### src/rtl/mfmt_pkg.sv
`default_nettype none
package mfmt_pkg;

  localparam int SlotCountDef     = 4;
  localparam int CountsPerTurnDef = 8192;
  localparam int RegSlots         = 4;
  localparam int IdW              = 11;
  localparam int MotorIdW         = 8;
  localparam int EncW             = 16;
  localparam int AgeW             = 16;
  localparam int TurnW            = 32;
  localparam int PosW             = 45;
  localparam int CfgIdxW          = 3;
  localparam int CfgDataW         = 16;

  localparam logic [IdW-1:0]      IdBase = 11'h200;
  localparam logic [AgeW-1:0]     AgeMax = 16'hFFFF;
  localparam logic [MotorIdW-1:0] SlotIdReset [RegSlots] = '{8'd4, 8'd1, 8'd3, 8'd2};

  typedef enum logic [CfgIdxW-1:0] {
    RegSlot0Id  = 3'd0,
    RegSlot1Id  = 3'd1,
    RegSlot2Id  = 3'd2,
    RegSlot3Id  = 3'd3,
    RegIdLowest = 3'd4,
    RegIdHigh   = 3'd5,
    RegTimeout  = 3'd6
  } reg_idx_e;

  typedef struct packed {
    logic [IdW-1:0]  id_lo;
    logic [IdW-1:0]  id_hi;
    logic [AgeW-1:0] timeout;
  } cfg_t;

endpackage
`default_nettype wire

### src/rtl/motor_feedback_multiturn_tracker_unit.sv
// Pipeline: 3 register stages; an accepted word passes stage 1, stage 2 and the output registers in order.
// Throughput: one word per cycle unless out_ready_i stalls; the turn-count memory is read and
// written at most once per cycle, the last write forwarded to a same-slot read at the same edge.
// Reset: control registers take their documented defaults, ages saturate, no slot is seen.
// Memory contents are undefined after reset; the per-slot seen flags mask them, no clearing pass.
`default_nettype none
module motor_feedback_multiturn_tracker_unit #(
  parameter int SLOT_COUNT      = mfmt_pkg::SlotCountDef,
  parameter int COUNTS_PER_TURN = mfmt_pkg::CountsPerTurnDef
) (
  input  wire logic                          clk_i,
  input  wire logic                          rst_ni,
  input  wire logic                          cfg_we_i,
  input  wire logic [mfmt_pkg::CfgIdxW-1:0]  cfg_idx_i,
  input  wire logic [mfmt_pkg::CfgDataW-1:0] cfg_data_i,
  input  wire logic                          in_valid_i,
  output logic                               in_ready_o,
  input  wire logic                          cmd_i,
  input  wire logic [mfmt_pkg::IdW-1:0]      frame_id_i,
  input  wire logic [63:0]                   payload_i,
  output logic                               out_valid_o,
  input  wire logic                          out_ready_i,
  output logic                               accepted_o,
  output logic [1:0]                         slot_o,
  output logic [15:0]                        encoder_o,
  output logic signed [15:0]                 speed_o,
  output logic signed [15:0]                 current_reading_o,
  output logic [7:0]                         temperature_o,
  output logic signed [31:0]                 turns_o,
  output logic signed [44:0]                 total_position_o,
  output logic [3:0]                         online_slots_o
);

  localparam int SlotW = (SLOT_COUNT > 1) ? $clog2(SLOT_COUNT) : 1;
  localparam int EncW  = mfmt_pkg::EncW;
  localparam int TurnW = mfmt_pkg::TurnW;
  localparam int AgeW  = mfmt_pkg::AgeW;
  localparam int PosW  = mfmt_pkg::PosW;
  localparam int EntW  = EncW + TurnW;
  localparam int CptW  = 17;
  localparam int Half  = COUNTS_PER_TURN / 2;
  localparam logic [CptW-1:0]    CptVal  = CptW'(COUNTS_PER_TURN);
  localparam logic signed [17:0] HalfPos = 18'(Half);
  localparam logic signed [17:0] HalfNeg = -HalfPos;

  // match / config
  logic             m_hit;
  logic [SlotW-1:0] m_slot;
  logic [AgeW-1:0]  timeout;

  mfmt_cfg #(
    .SLOT_COUNT (SLOT_COUNT),
    .SlotW      (SlotW)
  ) u_cfg (
    .clk_i      (clk_i),
    .rst_ni     (rst_ni),
    .cfg_we_i   (cfg_we_i),
    .cfg_idx_i  (cfg_idx_i),
    .cfg_data_i (cfg_data_i),
    .cmd_i      (cmd_i),
    .frame_id_i (frame_id_i),
    .hit_o      (m_hit),
    .slot_o     (m_slot),
    .timeout_o  (timeout)
  );

  // pipeline control
  logic s1_v_q, s2_v_q, s3_v_q;
  logic s1_load, s2_load, s3_load, s1_fire;

  assign s3_load    = !s3_v_q || out_ready_i;
  assign s2_load    = !s2_v_q || s3_load;
  assign s1_load    = !s1_v_q || s2_load;
  assign s1_fire    = s1_v_q && s2_load;
  assign in_ready_o = s1_load;

  // slot memory: {last encoder, turn count}
  logic [EntW-1:0] mem [SLOT_COUNT];
  logic [EntW-1:0] rd_q;

  // stage 1
  logic             s1_hit_q, s1_tick_q;
  logic [SlotW-1:0] s1_slot_q;
  logic [63:0]      s1_pl_q;

  // last write, forwarded to a read issued at the same edge
  logic             lw_v_q;
  logic [SlotW-1:0] lw_slot_q;
  logic [EntW-1:0]  lw_data_q;

  logic [SLOT_COUNT-1:0] seen_q, seen_n;
  logic [AgeW-1:0]       age_q [SLOT_COUNT];
  logic [AgeW-1:0]       age_n [SLOT_COUNT];
  logic [SLOT_COUNT-1:0] online;

  logic [EntW-1:0]         old_ent;
  logic [EncW-1:0]         s1_enc;
  logic [EncW-1:0]         old_enc;
  logic [TurnW-1:0]        old_turns, new_turns;
  logic signed [17:0]      diff;
  logic [SlotW+1:0]        slot_ext;
  logic [SLOT_COUNT+3:0]   mask_ext;

  always_ff @(posedge clk_i) begin
    if (s1_load && in_valid_i) begin
      rd_q      <= mem[m_slot];
      s1_slot_q <= m_slot;
      s1_pl_q   <= payload_i;
    end
    if (s1_fire && s1_hit_q) begin
      mem[s1_slot_q] <= {s1_enc, new_turns};
    end
  end

  always_ff @(posedge clk_i or negedge rst_ni) begin
    if (!rst_ni) begin
      s1_v_q    <= 1'b0;
      s1_hit_q  <= 1'b0;
      s1_tick_q <= 1'b0;
      lw_v_q    <= 1'b0;
      lw_slot_q <= '0;
      lw_data_q <= '0;
      seen_q    <= '0;
      for (int i = 0; i < SLOT_COUNT; i++) age_q[i] <= mfmt_pkg::AgeMax;
    end else begin
      if (s1_load) begin
        s1_v_q    <= in_valid_i;
        s1_hit_q  <= in_valid_i && m_hit;
        s1_tick_q <= in_valid_i && cmd_i;
      end
      if (s1_fire) begin
        seen_q <= seen_n;
        for (int i = 0; i < SLOT_COUNT; i++) age_q[i] <= age_n[i];
        if (s1_hit_q) begin
          lw_v_q    <= 1'b1;
          lw_slot_q <= s1_slot_q;
          lw_data_q <= {s1_enc, new_turns};
        end
      end
    end
  end

  assign s1_enc = s1_pl_q[63:48];

  always_comb begin
    if (!seen_q[s1_slot_q]) begin
      old_ent = '0;
    end else if (lw_v_q && lw_slot_q == s1_slot_q) begin
      old_ent = lw_data_q;
    end else begin
      old_ent = rd_q;
    end
    old_enc   = old_ent[EntW-1:TurnW];
    old_turns = old_ent[TurnW-1:0];
    diff      = $signed({2'b00, s1_enc}) - $signed({2'b00, old_enc});
    new_turns = old_turns;
    if (seen_q[s1_slot_q]) begin
      if (diff > HalfPos) begin
        new_turns = old_turns - 32'd1;
      end else if (diff < HalfNeg) begin
        new_turns = old_turns + 32'd1;
      end
    end
  end

  always_comb begin
    for (int i = 0; i < SLOT_COUNT; i++) begin
      seen_n[i] = seen_q[i];
      age_n[i]  = age_q[i];
      if (s1_tick_q && age_q[i] != mfmt_pkg::AgeMax) begin
        age_n[i] = age_q[i] + AgeW'(1);
      end
      if (s1_hit_q && s1_slot_q == SlotW'(i)) begin
        seen_n[i] = 1'b1;
        age_n[i]  = '0;
      end
      online[i] = seen_n[i] && age_n[i] <= timeout;
    end
  end

  assign slot_ext = {2'b00, s1_slot_q};
  assign mask_ext = {4'b0000, online};

  // stage 2
  logic                    s2_acc_q;
  logic [1:0]              s2_slot_q;
  logic [63:0]             s2_pl_q;
  logic signed [TurnW-1:0] s2_turns_q;
  logic [3:0]              s2_mask_q;
  logic signed [TurnW+CptW:0] prod;

  always_ff @(posedge clk_i) begin
    if (s2_load) begin
      s2_acc_q   <= s1_hit_q;
      s2_slot_q  <= s1_hit_q ? slot_ext[1:0] : 2'b00;
      s2_pl_q    <= s1_hit_q ? s1_pl_q : 64'd0;
      s2_turns_q <= s1_hit_q ? new_turns : '0;
      s2_mask_q  <= mask_ext[3:0];
    end
  end

  assign prod = s2_turns_q * $signed({1'b0, CptVal});

  // stage 3 / output
  always_ff @(posedge clk_i) begin
    if (s3_load) begin
      accepted_o        <= s2_acc_q;
      slot_o            <= s2_slot_q;
      encoder_o         <= s2_pl_q[63:48];
      speed_o           <= s2_pl_q[47:32];
      current_reading_o <= s2_pl_q[31:16];
      temperature_o     <= s2_pl_q[15:8];
      turns_o           <= s2_turns_q;
      total_position_o  <= prod[PosW-1:0] + {{(PosW-EncW){1'b0}}, s2_pl_q[63:48]};
      online_slots_o    <= s2_mask_q;
    end
  end

  always_ff @(posedge clk_i or negedge rst_ni) begin
    if (!rst_ni) begin
      s2_v_q <= 1'b0;
      s3_v_q <= 1'b0;
    end else begin
      if (s2_load) s2_v_q <= s1_v_q;
      if (s3_load) s3_v_q <= s2_v_q;
    end
  end

  assign out_valid_o = s3_v_q;

  // seen flags only ever set
  a_seen_sticky: assert property (@(posedge clk_i) disable iff (!rst_ni)
    (seen_q & $past(seen_q)) == $past(seen_q))
    else $error("seen flag cleared");

  // a taken frame leaves its slot online
  a_taken_online: assert property (@(posedge clk_i) disable iff (!rst_ni)
    out_valid_o && accepted_o && SLOT_COUNT <= 4 |-> online_slots_o[slot_o])
    else $error("taken slot not online");

  // rejected frames and ticks carry no position
  a_reject_zero: assert property (@(posedge clk_i) disable iff (!rst_ni)
    out_valid_o && !accepted_o |-> turns_o == 0 && total_position_o == 0 && slot_o == 0)
    else $error("nonzero fields on rejected word");

  // forwarded entry is only ever for a slot already seen
  a_fwd_seen: assert property (@(posedge clk_i) disable iff (!rst_ni)
    lw_v_q |-> seen_q[lw_slot_q])
    else $error("forward entry for unseen slot");

endmodule
`default_nettype wire

### src/rtl/mfmt_cfg.sv
`default_nettype none
module mfmt_cfg #(
  parameter int SLOT_COUNT = mfmt_pkg::SlotCountDef,
  parameter int SlotW      = (SLOT_COUNT > 1) ? $clog2(SLOT_COUNT) : 1
) (
  input  wire logic                          clk_i,
  input  wire logic                          rst_ni,
  input  wire logic                          cfg_we_i,
  input  wire logic [mfmt_pkg::CfgIdxW-1:0]  cfg_idx_i,
  input  wire logic [mfmt_pkg::CfgDataW-1:0] cfg_data_i,
  input  wire logic                          cmd_i,
  input  wire logic [mfmt_pkg::IdW-1:0]      frame_id_i,
  output logic                               hit_o,
  output logic [SlotW-1:0]                   slot_o,
  output logic [mfmt_pkg::AgeW-1:0]          timeout_o
);

  mfmt_pkg::cfg_t                  cfg_q;
  logic [mfmt_pkg::MotorIdW-1:0]   ids [SLOT_COUNT];
  logic [mfmt_pkg::MotorIdW-1:0]   mid;
  logic                            in_range;

  always_ff @(posedge clk_i or negedge rst_ni) begin
    if (!rst_ni) begin
      cfg_q.id_lo   <= 11'd513;
      cfg_q.id_hi   <= 11'd516;
      cfg_q.timeout <= 16'd100;
    end else if (cfg_we_i) begin
      case (mfmt_pkg::reg_idx_e'(cfg_idx_i))
        mfmt_pkg::RegIdLowest: cfg_q.id_lo   <= cfg_data_i[mfmt_pkg::IdW-1:0];
        mfmt_pkg::RegIdHigh:   cfg_q.id_hi   <= cfg_data_i[mfmt_pkg::IdW-1:0];
        mfmt_pkg::RegTimeout:  cfg_q.timeout <= cfg_data_i;
        default: ;
      endcase
    end
  end

  for (genvar i = 0; i < SLOT_COUNT; i++) begin : g_id
    if (i < mfmt_pkg::RegSlots) begin : g_reg
      logic [mfmt_pkg::MotorIdW-1:0] id_q;
      always_ff @(posedge clk_i or negedge rst_ni) begin
        if (!rst_ni) begin
          id_q <= mfmt_pkg::SlotIdReset[i];
        end else if (cfg_we_i && cfg_idx_i == mfmt_pkg::CfgIdxW'(i)) begin
          id_q <= cfg_data_i[mfmt_pkg::MotorIdW-1:0];
        end
      end
      assign ids[i] = id_q;
    end else begin : g_zero
      assign ids[i] = '0;
    end
  end

  assign mid       = mfmt_pkg::MotorIdW'(frame_id_i - mfmt_pkg::IdBase);
  assign in_range  = !cmd_i && frame_id_i >= cfg_q.id_lo && frame_id_i <= cfg_q.id_hi;
  assign timeout_o = cfg_q.timeout;

  // lowest slot wins
  always_comb begin
    hit_o  = 1'b0;
    slot_o = '0;
    for (int i = SLOT_COUNT - 1; i >= 0; i--) begin
      if (in_range && ids[i] == mid) begin
        hit_o  = 1'b1;
        slot_o = SlotW'(i);
      end
    end
  end

endmodule
`default_nettype wire
### config.mk
export PLATFORM = sky130hd
export DESIGN_NAME = motor_feedback_multiturn_tracker_unit
export DESIGN_NICKNAME = d
export VERILOG_FILES = /design/src/rtl/mfmt_pkg.sv /design/src/rtl/motor_feedback_multiturn_tracker_unit.sv /design/src/rtl/mfmt_cfg.sv
export SDC_FILE = /design/constraint.sdc
export NUM_CORES = 1
export LEC_CHECK = 0
export BUFFER_PORTS_ARGS = -buffer_cell sky130_fd_sc_hd__buf_4
export CORE_UTILIZATION = 30
export CTS_BUF_LIST = sky130_fd_sc_hd__clkbuf_4
export CTS_CLUSTER_SIZE = 30
export DETAILED_ROUTE_END_ITERATION = 8
export PLACE_DENSITY_LB_ADDON = 0.05
export SYNTH_ARGS = -nofsm -noshare
export SYNTH_HDL_FRONTEND = slang
export SYNTH_SLANG_ARGS = --single-unit
### constraint.sdc
create_clock -name clk_i -period 8.5 [get_ports clk_i]
set_input_delay 2.125 -clock clk_i [delete_from_list [all_inputs] [get_ports clk_i]]
set_output_delay 2.125 -clock clk_i [all_outputs]
set_load 0.005 [all_outputs]
### After elaboration in Yosys (flattened, before gate mapping)

Memories as Yosys holds them, arrays and structs flattened. A register that Yosys moved wholly into a read port is not among the register bits.
Cells that the tools add are included.

| storage, ports and cells | value |
|---|---|
| bits in registers | 503 |
| RAM bits | 192 |
| input bits | 100 |
| output and inout bits | 142 |
| word-level logic and storage cells | 143 |
| memories | 1 |

| operators by class | value |
|---|---|
| add/subtract/negate cells | 9 |
| $lt $le $gt $ge | 9 |
| equal/unequal tests | 18 |
| muxes and demuxes | 29 |
| reduce and logical (&&, ||, !) cells | 41 |

Memories:

| memory | depth | width | read ports | clocked after Yosys merged registers in | write ports | line | text |
|---|---|---|---|---|---|---|---|
| mem | 4 | 48 | 1 | 1 | 1 | motor_feedback_multiturn_tracker_unit.sv:78 | `logic [EntW-1:0] mem [SLOT_COUNT];` |

Operators by type and width:

| operator | number |
|---|---|
| $mux W16 | 8 |
| $mux W32 | 3 |
| $mux W48 | 2 |
| $add A16 B1 Y16 const B | 4 |
| $le A16 B16 Y1 | 4 |
| $ne A16 B16 Y1 const B | 4 |
| $add A45 B16 Y45 | 1 |
| $add A32 B1 Y32 const B | 1 |
| $eq A8 B8 Y1 | 4 |
| $sub A32 B1 Y32 const B | 1 |
| $logic_and A1 B1 Y1 | 28 |
| $gt A17 B14 Y1 const B | 1 |
| $lt A17 B13 Y1 const B | 1 |
| $sub A16 B16 Y17 | 1 |
| $ge A11 B11 Y1 | 1 |
| $le A11 B11 Y1 | 1 |
| $mux W1 | 11 |
| $eq A3 B3 Y1 const B | 3 |
| $mux W2 | 4 |
| $reduce_and A2 Y1 | 4 |
| $sub A8 B1 Y8 const B | 1 |
| $eq A3 B2 Y1 const B | 2 |
| $eq A2 B2 Y1 const B | 2 |
| $logic_not A1 Y1 | 4 |
| 8 further kinds | 10 |

### Depth between registers and ports, before layout

| logic depth | value |
|---|---|
| depth after elaboration | 9 |
| depth in mapped cells | 27 |
| depth with buffers taken out | 21 |

### Hierarchy

A second synthesis with hierarchy kept.

| unflattened totals | value |
|---|---|
| cell total of the unflattened synthesis | 2,590 |
| area, all modules | 32,961.6 sq um |

By module, submodules not included:

| module | times used | cells each | area an instance (sq um) |
|---|---|---|---|
| motor_feedback_multiturn_tracker_unit | 1 | 2,284 | 29,230.5 |
| mfmt_cfg | 1 | 306 | 3,731.1 |

### Worst setup path after synthesis

OpenSTA, ideal clock, no wires.

| timing path | value |
|---|---|
| path kind | input -> register |
| from | input port out_ready_i |
| to | memory mem[1][0] in the netlist's numbering (enable) |
| arrival | 6.928 ns |
| path slack | 1.117 ns |
| cell stages on the path | 5 |
| path through | nor2b_1 > nand2_1 > nand2_1 > clkbuf_1 > nor2_1 |

| on the way | value |
|---|---|
| longest elaborated chain between the ends | 6 |

RTL lines:

| element | line | text |
|---|---|---|
| start, declared | motor_feedback_multiturn_tracker_unit.sv:22 | `input wire logic out_ready_i,` |
| $logic_or A1 B1 Y1 | motor_feedback_multiturn_tracker_unit.sv:71 | `assign s3_load = !s3_v_q \|\| out_ready_i;` |
| $logic_or A1 B1 Y1 | motor_feedback_multiturn_tracker_unit.sv:72 | `assign s2_load = !s2_v_q \|\| s3_load;` |
| named net s2_load | motor_feedback_multiturn_tracker_unit.sv:69 | `logic s1_load, s2_load, s3_load, s1_fire;` |
| $logic_and A1 B1 Y1 | motor_feedback_multiturn_tracker_unit.sv:74 | `assign s1_fire = s1_v_q && s2_load;` |
| $logic_and A1 B1 Y1 | motor_feedback_multiturn_tracker_unit.sv:110 | `if (s1_fire && s1_hit_q) begin` |
| $mux W1 | motor_feedback_multiturn_tracker_unit.sv:110 |  |
| $mux W1 (not written as such) | motor_feedback_multiturn_tracker_unit.sv:111 | `mem[s1_slot_q] <= {s1_enc, new_turns};` |
| end, declared | motor_feedback_multiturn_tracker_unit.sv:78 |  |

The timed path passes the listed nets, and every way through them passes these cells.

### Final worst setup path

| timing path | value |
|---|---|
| from | register s1_slot_q[1] |
| to | memory mem[3][21] in the netlist's numbering (data pin) |

| on the way | value |
|---|---|
| longest elaborated chain between the ends | 9 |
| elaborated cells between the ends (all ways) | 14 |
| those cells by class | add/sub: 3; order compare: 2; eq/ne: 1; mux: 7; reduce/logical: 1 |

RTL lines:

| element | line | text |
|---|---|---|
| start, declared | motor_feedback_multiturn_tracker_unit.sv:83 | `logic [SlotW-1:0] s1_slot_q;` |
| start signal, assigned | motor_feedback_multiturn_tracker_unit.sv:107 | `s1_slot_q <= m_slot;` |
| $eq A2 B2 Y1 | motor_feedback_multiturn_tracker_unit.sv:148 | `end else if (lw_v_q && lw_slot_q == s1_slot_q) begin` |
| $logic_and A1 B1 Y1 | motor_feedback_multiturn_tracker_unit.sv:148 |  |
| $mux W48 | motor_feedback_multiturn_tracker_unit.sv:148 |  |
| $mux W48 | motor_feedback_multiturn_tracker_unit.sv:146 | `if (!seen_q[s1_slot_q]) begin` |
| $sub A16 B16 Y17 | motor_feedback_multiturn_tracker_unit.sv:155 | `diff = $signed({2'b00, s1_enc}) - $signed({2'b00, old_enc});` |
| $lt A17 B13 Y1 | motor_feedback_multiturn_tracker_unit.sv:160 | `end else if (diff < HalfNeg) begin` |
| $mux W32 | motor_feedback_multiturn_tracker_unit.sv:160 |  |
| $mux W32 | motor_feedback_multiturn_tracker_unit.sv:158 | `if (diff > HalfPos) begin` |
| $mux W32 (*) | motor_feedback_multiturn_tracker_unit.sv:157 | `if (seen_q[s1_slot_q]) begin` |
| named net new_turns[21] | motor_feedback_multiturn_tracker_unit.sv:99 | `logic [TurnW-1:0] old_turns, new_turns;` |

Mark *: on every way through the listed nets, which the timed path passes. The rest lies on a longest branch. The select of a mux whose other input is x is not followed.

==> flow_summary.toml <==
[setup_path]
crit_path_frequent_cell = "nand2_1"
critPathKind = "flip-flop to flip-flop"
r2r_setup_slack_ps = 1940
crit_chain = "xnor2_1, nand3_2, nand2_1, nand2_1, nand2_1, ha_1, nor2b_1, o31ai_1, a31oi_1, xor2_1, nor4b_1, a31oi_1, o41a_1, buf_4, o21ai_1, o21ai_0, xnor2_1, nor2_1"
cpMaxStageDelayCell = "nand3_2"
cp_max_fo = 19
cp_slowest_stage_delay_ps = 640
cp-start-kind = "flip-flop"
worst_ep_required_time_ps = 9240
worstPathArrival_ps = 7300
cp-end-kind = "flip-flop"

[floorplanning]
ios = 242
rows = 122
chipHeight_um = 336
die_area_um2 = 113000
coreArea_um2 = 111000
floorplan.initialDensity_pct = 30.3
chipWidth_um = 336

[power]
irDropWorstVdd_uv = 87.5
leakage_nw = 16.4
p_sw_share_pct = 27.0
power.density_nw_per_um2 = 217
power.internal_mw = 6.28
share_comb_of_total_power_pct = 12.9
power_mw = 8.60
netSwitchingPower_mw = 2.32
seq_power_share_pct = 48.9
p_clk_share_pct = 38.2

[placement]
hpwl_mm = 57.9
gp_congestion = 0.799
port-buffer-count = 233

[clock_network]
clk_latency_ps = 1060
post_cts_buffers = 0
clk_pin_slew_ps = 60
h-tree-depth = 4
clock-root-buffer = "clkbuf_4"
cts_tree = "done"
numCtsBuffers = 203
clock-sinks = 714
holdBufCountCts = 0
clock_path_buffers = 3
cts.repair.resized = 0

[grt]
grt_pass1_vias = 23869
grt.total_usage_pct = 16.1
grt_start_max_net_pins = 128
antenna_found_initial = 4
overflow = 0
grt_pass1_wl_mm = 139

[logic_synthesis]
synthArstFlopShare_pct = 27.2
synth_warnings = 0
synth_nets = 2935
synthXorXnorAreaFrac_pct = 4.23
netlist_area_um2 = 33600
synth-adder-area-share_pct = 4.30
synth.avg_cell_area_um2 = 12.3
synth_cells = 2721
synth_cell_type_count = 78
yosysSeqAreaShare_pct = 61.3
ys_ff_latch = 714
synth_top_family_by_area = "simple AND/OR/NAND/NOR gates"
synthFlopType = "edfxtp_1"
synth-simple-area-share_pct = 12.9
synthMuxAreaShare_pct = 7.91
netlist.area_leader.share_pct = 46.5
synth_area_leaders = "edfxtp_1 47%, dfrtp_1 8.8%, dfstp_2 6.0%"
synth_compound_area_share_pct = 7.11
synth_edf_count = 520
synth_top_cell_by_area = "edfxtp_1"

[sta]
clock_skew_ps = 63.7
final-setup-viol-count = 0
min_period_ps = 6560
rsz0062_at_grt = "no"
final-hold-violation-count = 0
slew_violations = 0
worstMarginPinSlew_ps = 1170
finalCritPeriodShare_pct = 77.2
setup_tns_ps = 0
fmax_mhz = 152
max_slew_margin_pct = 21.8

[route]
routedWlPerCell_um = 19.2
first_iter_violations = 1163
drc_errors = 0
wl_mm = 90.5
firstDrtPassIters = 5
ant_nets = 0
vias = 22600
avgViaCountPerCell = 4.78

[worst_hold_path]
hold_path_class = "flip-flop to flip-flop"

[layout]
drive_above_1_share_pct = 24.4
num-nets-final = 3283
regArea_um2 = 20600
area_delta_synth_final_pct = 18.3
nFillCells = 11083
final_core_util_pct = 35.8
multi_input_area_um2 = 12300

[run]
drv_cap = 0

[status]
status = "finished, final reports clean"
[synth_stat cells (10+ instances only)]
| cell type | number |
|---|---|
| inv_1 | 62 |
| nand2b_1 | 24 |
| dfrtp_1 | 118 |
| dfstp_2 | 76 |
| buf_1 | 12 |
| and3_1 | 23 |
| nor2b_1 | 20 |
| mux2_2 | 80 |
| and4_1 | 20 |
| clkbuf_1 | 89 |
| mux2i_1 | 174 |
| nand3_1 | 57 |
| nor4_1 | 21 |
| nand4_1 | 44 |
| o31ai_1 | 44 |
| buf_4 | 13 |
| nor2_1 | 208 |
| o21a_1 | 27 |
| a21oi_1 | 80 |
| a21o_1 | 19 |
| xnor2_1 | 69 |
| a31oi_1 | 17 |
| and2_1 | 72 |
| or3_1 | 13 |
| xor2_1 | 93 |
| edfxtp_1 | 520 |
| nor3_1 | 35 |
| ha_1 | 112 |
| o22ai_1 | 10 |
| o21ai_0 | 118 |
| nand2_1 | 343 |
| a211oi_1 | 10 |
[flip-flops by register name, summed over array words and instances, names as in the netlist, 2 cells and up]
signal,count
s2_turns_q,32
u_cfg.cfg_q,22
mem,192
current_reading_o,16
s1_pl_q,56
s2_slot_q,2
age_q,64
total_position_o,32
s2_pl_q,56
s1_slot_q,2
speed_o,16
slot_o,2
s2_mask_q,4
online_slots_o,4
u_cfg.timeout_o,16
turns_o,32
temperature_o,8
lw_data_q,48
u_cfg.g_id.g_reg.id_q,32
encoder_o,16
rd_q,48
lw_slot_q,2
seen_q,4
[final cells by class]
class	instances	area share (%)
diodes	1	0.00630
clock buffers	317	6.00
clock inverters	54	0.776
inverters	62	0.599
multi-input cells	1821	31.0
flip-flops and latches	714	51.8
well taps	1488	4.69
repair buffers	267	5.13
[worst max-delay path: cells and delay by family, from the launching register on]
family | cells | cell delay (ps)
compound gates | 6 | 2140
xor+xnor | 3 | 1290
fa+ha+maj | 1 | 240
buf+inv | 1 | 230
flops | 1 | 620
simple gates | 7 | 1720
[cells in the final DEF, fill, tap and decap left out, types with 19 or more instances in the layout]
master	instances
mux2i_1	173
a21oi_1	80
nand2_1	340
and2_1	71
a21o_1	19
xnor2_1	69
mux2_2	80
o21a_1	27
nor2_1	205
nor4_1	21
clkbuf_4	317
nand3_1	56
and4_1	20
nor3_1	34
inv_1	61
clkinv_1	40
buf_4	264
o31ai_1	44
dfstp_2	76
ha_1	112
dfrtp_1	117
nand2b_1	24
edfxtp_1	520
nand4_1	44
o21ai_0	117
nor2b_1	20
and3_1	22
xor2_1	93
[power groups by stage]
stage	registers, mW	logic (mW)	clock network, mW
6_report	4.20	1.11	3.29
5_1_grt	4.23	1.25	3.63
4_1_cts	4.21	1.13	3.46
3_5_place_dp	4.27	1.13	0
3_3_place_gp	4.27	1.11	0
2_1_floorplan	4.24	0.671	0
[worst paths after layout]
| path | endpoint | startpoint | cells after the start |
|---|---|---|---|
| max | mem[3][21] | s1_slot_q[1] | 18 |
| min | speed_o[7] | s2_pl_q[39] | 0 |
| max reg2reg | mem[3][21] | s1_slot_q[1] | 18 |
| min reg2reg | speed_o[7] | s2_pl_q[39] | 0 |
| max in group asynchronous | lw_data_q[6] | rst_ni | 2 |
| min in group asynchronous | u_cfg.timeout_o[7] | rst_ni | 1 |
[metrics by stage]
| step | area (µm²) | hold WS, ps | std cells | setup slack, ps |
|---|---|---|---|---|
| 2_1_floorplan | 33600 | 400 | 2721 | 1120 |
| 3_3_place_gp | 37000 | 402 | 4352 | 1980 |
| 3_5_place_dp | 37000 | 405 | 4352 | 1930 |
| 4_1_cts | 39700 | 413 | 4723 | 1830 |
| 5_1_grt | 39700 | 422 | 4724 | 1450 |
| 6_report | 39700 | 407 | 4724 | 1940 |
[cells by family after synthesis]
group                      count (synthesis)
muxes                                    255
and+or+nand+nor                          913
DFF                                      714
adders and majority gates                114
AOI/OAI and AO/OA                        377
xor gates and xnor gates                 162
buffers and inverters                    186
[per-layer routing]
metal  share of wire, %  track usage (%)
met1                 46             20.9
met2                 46             25.9
met3                4.9             3.55
met4                2.7             6.73
met5              0.014                0
No activity file was read; power rests on OpenSTA's default activity.
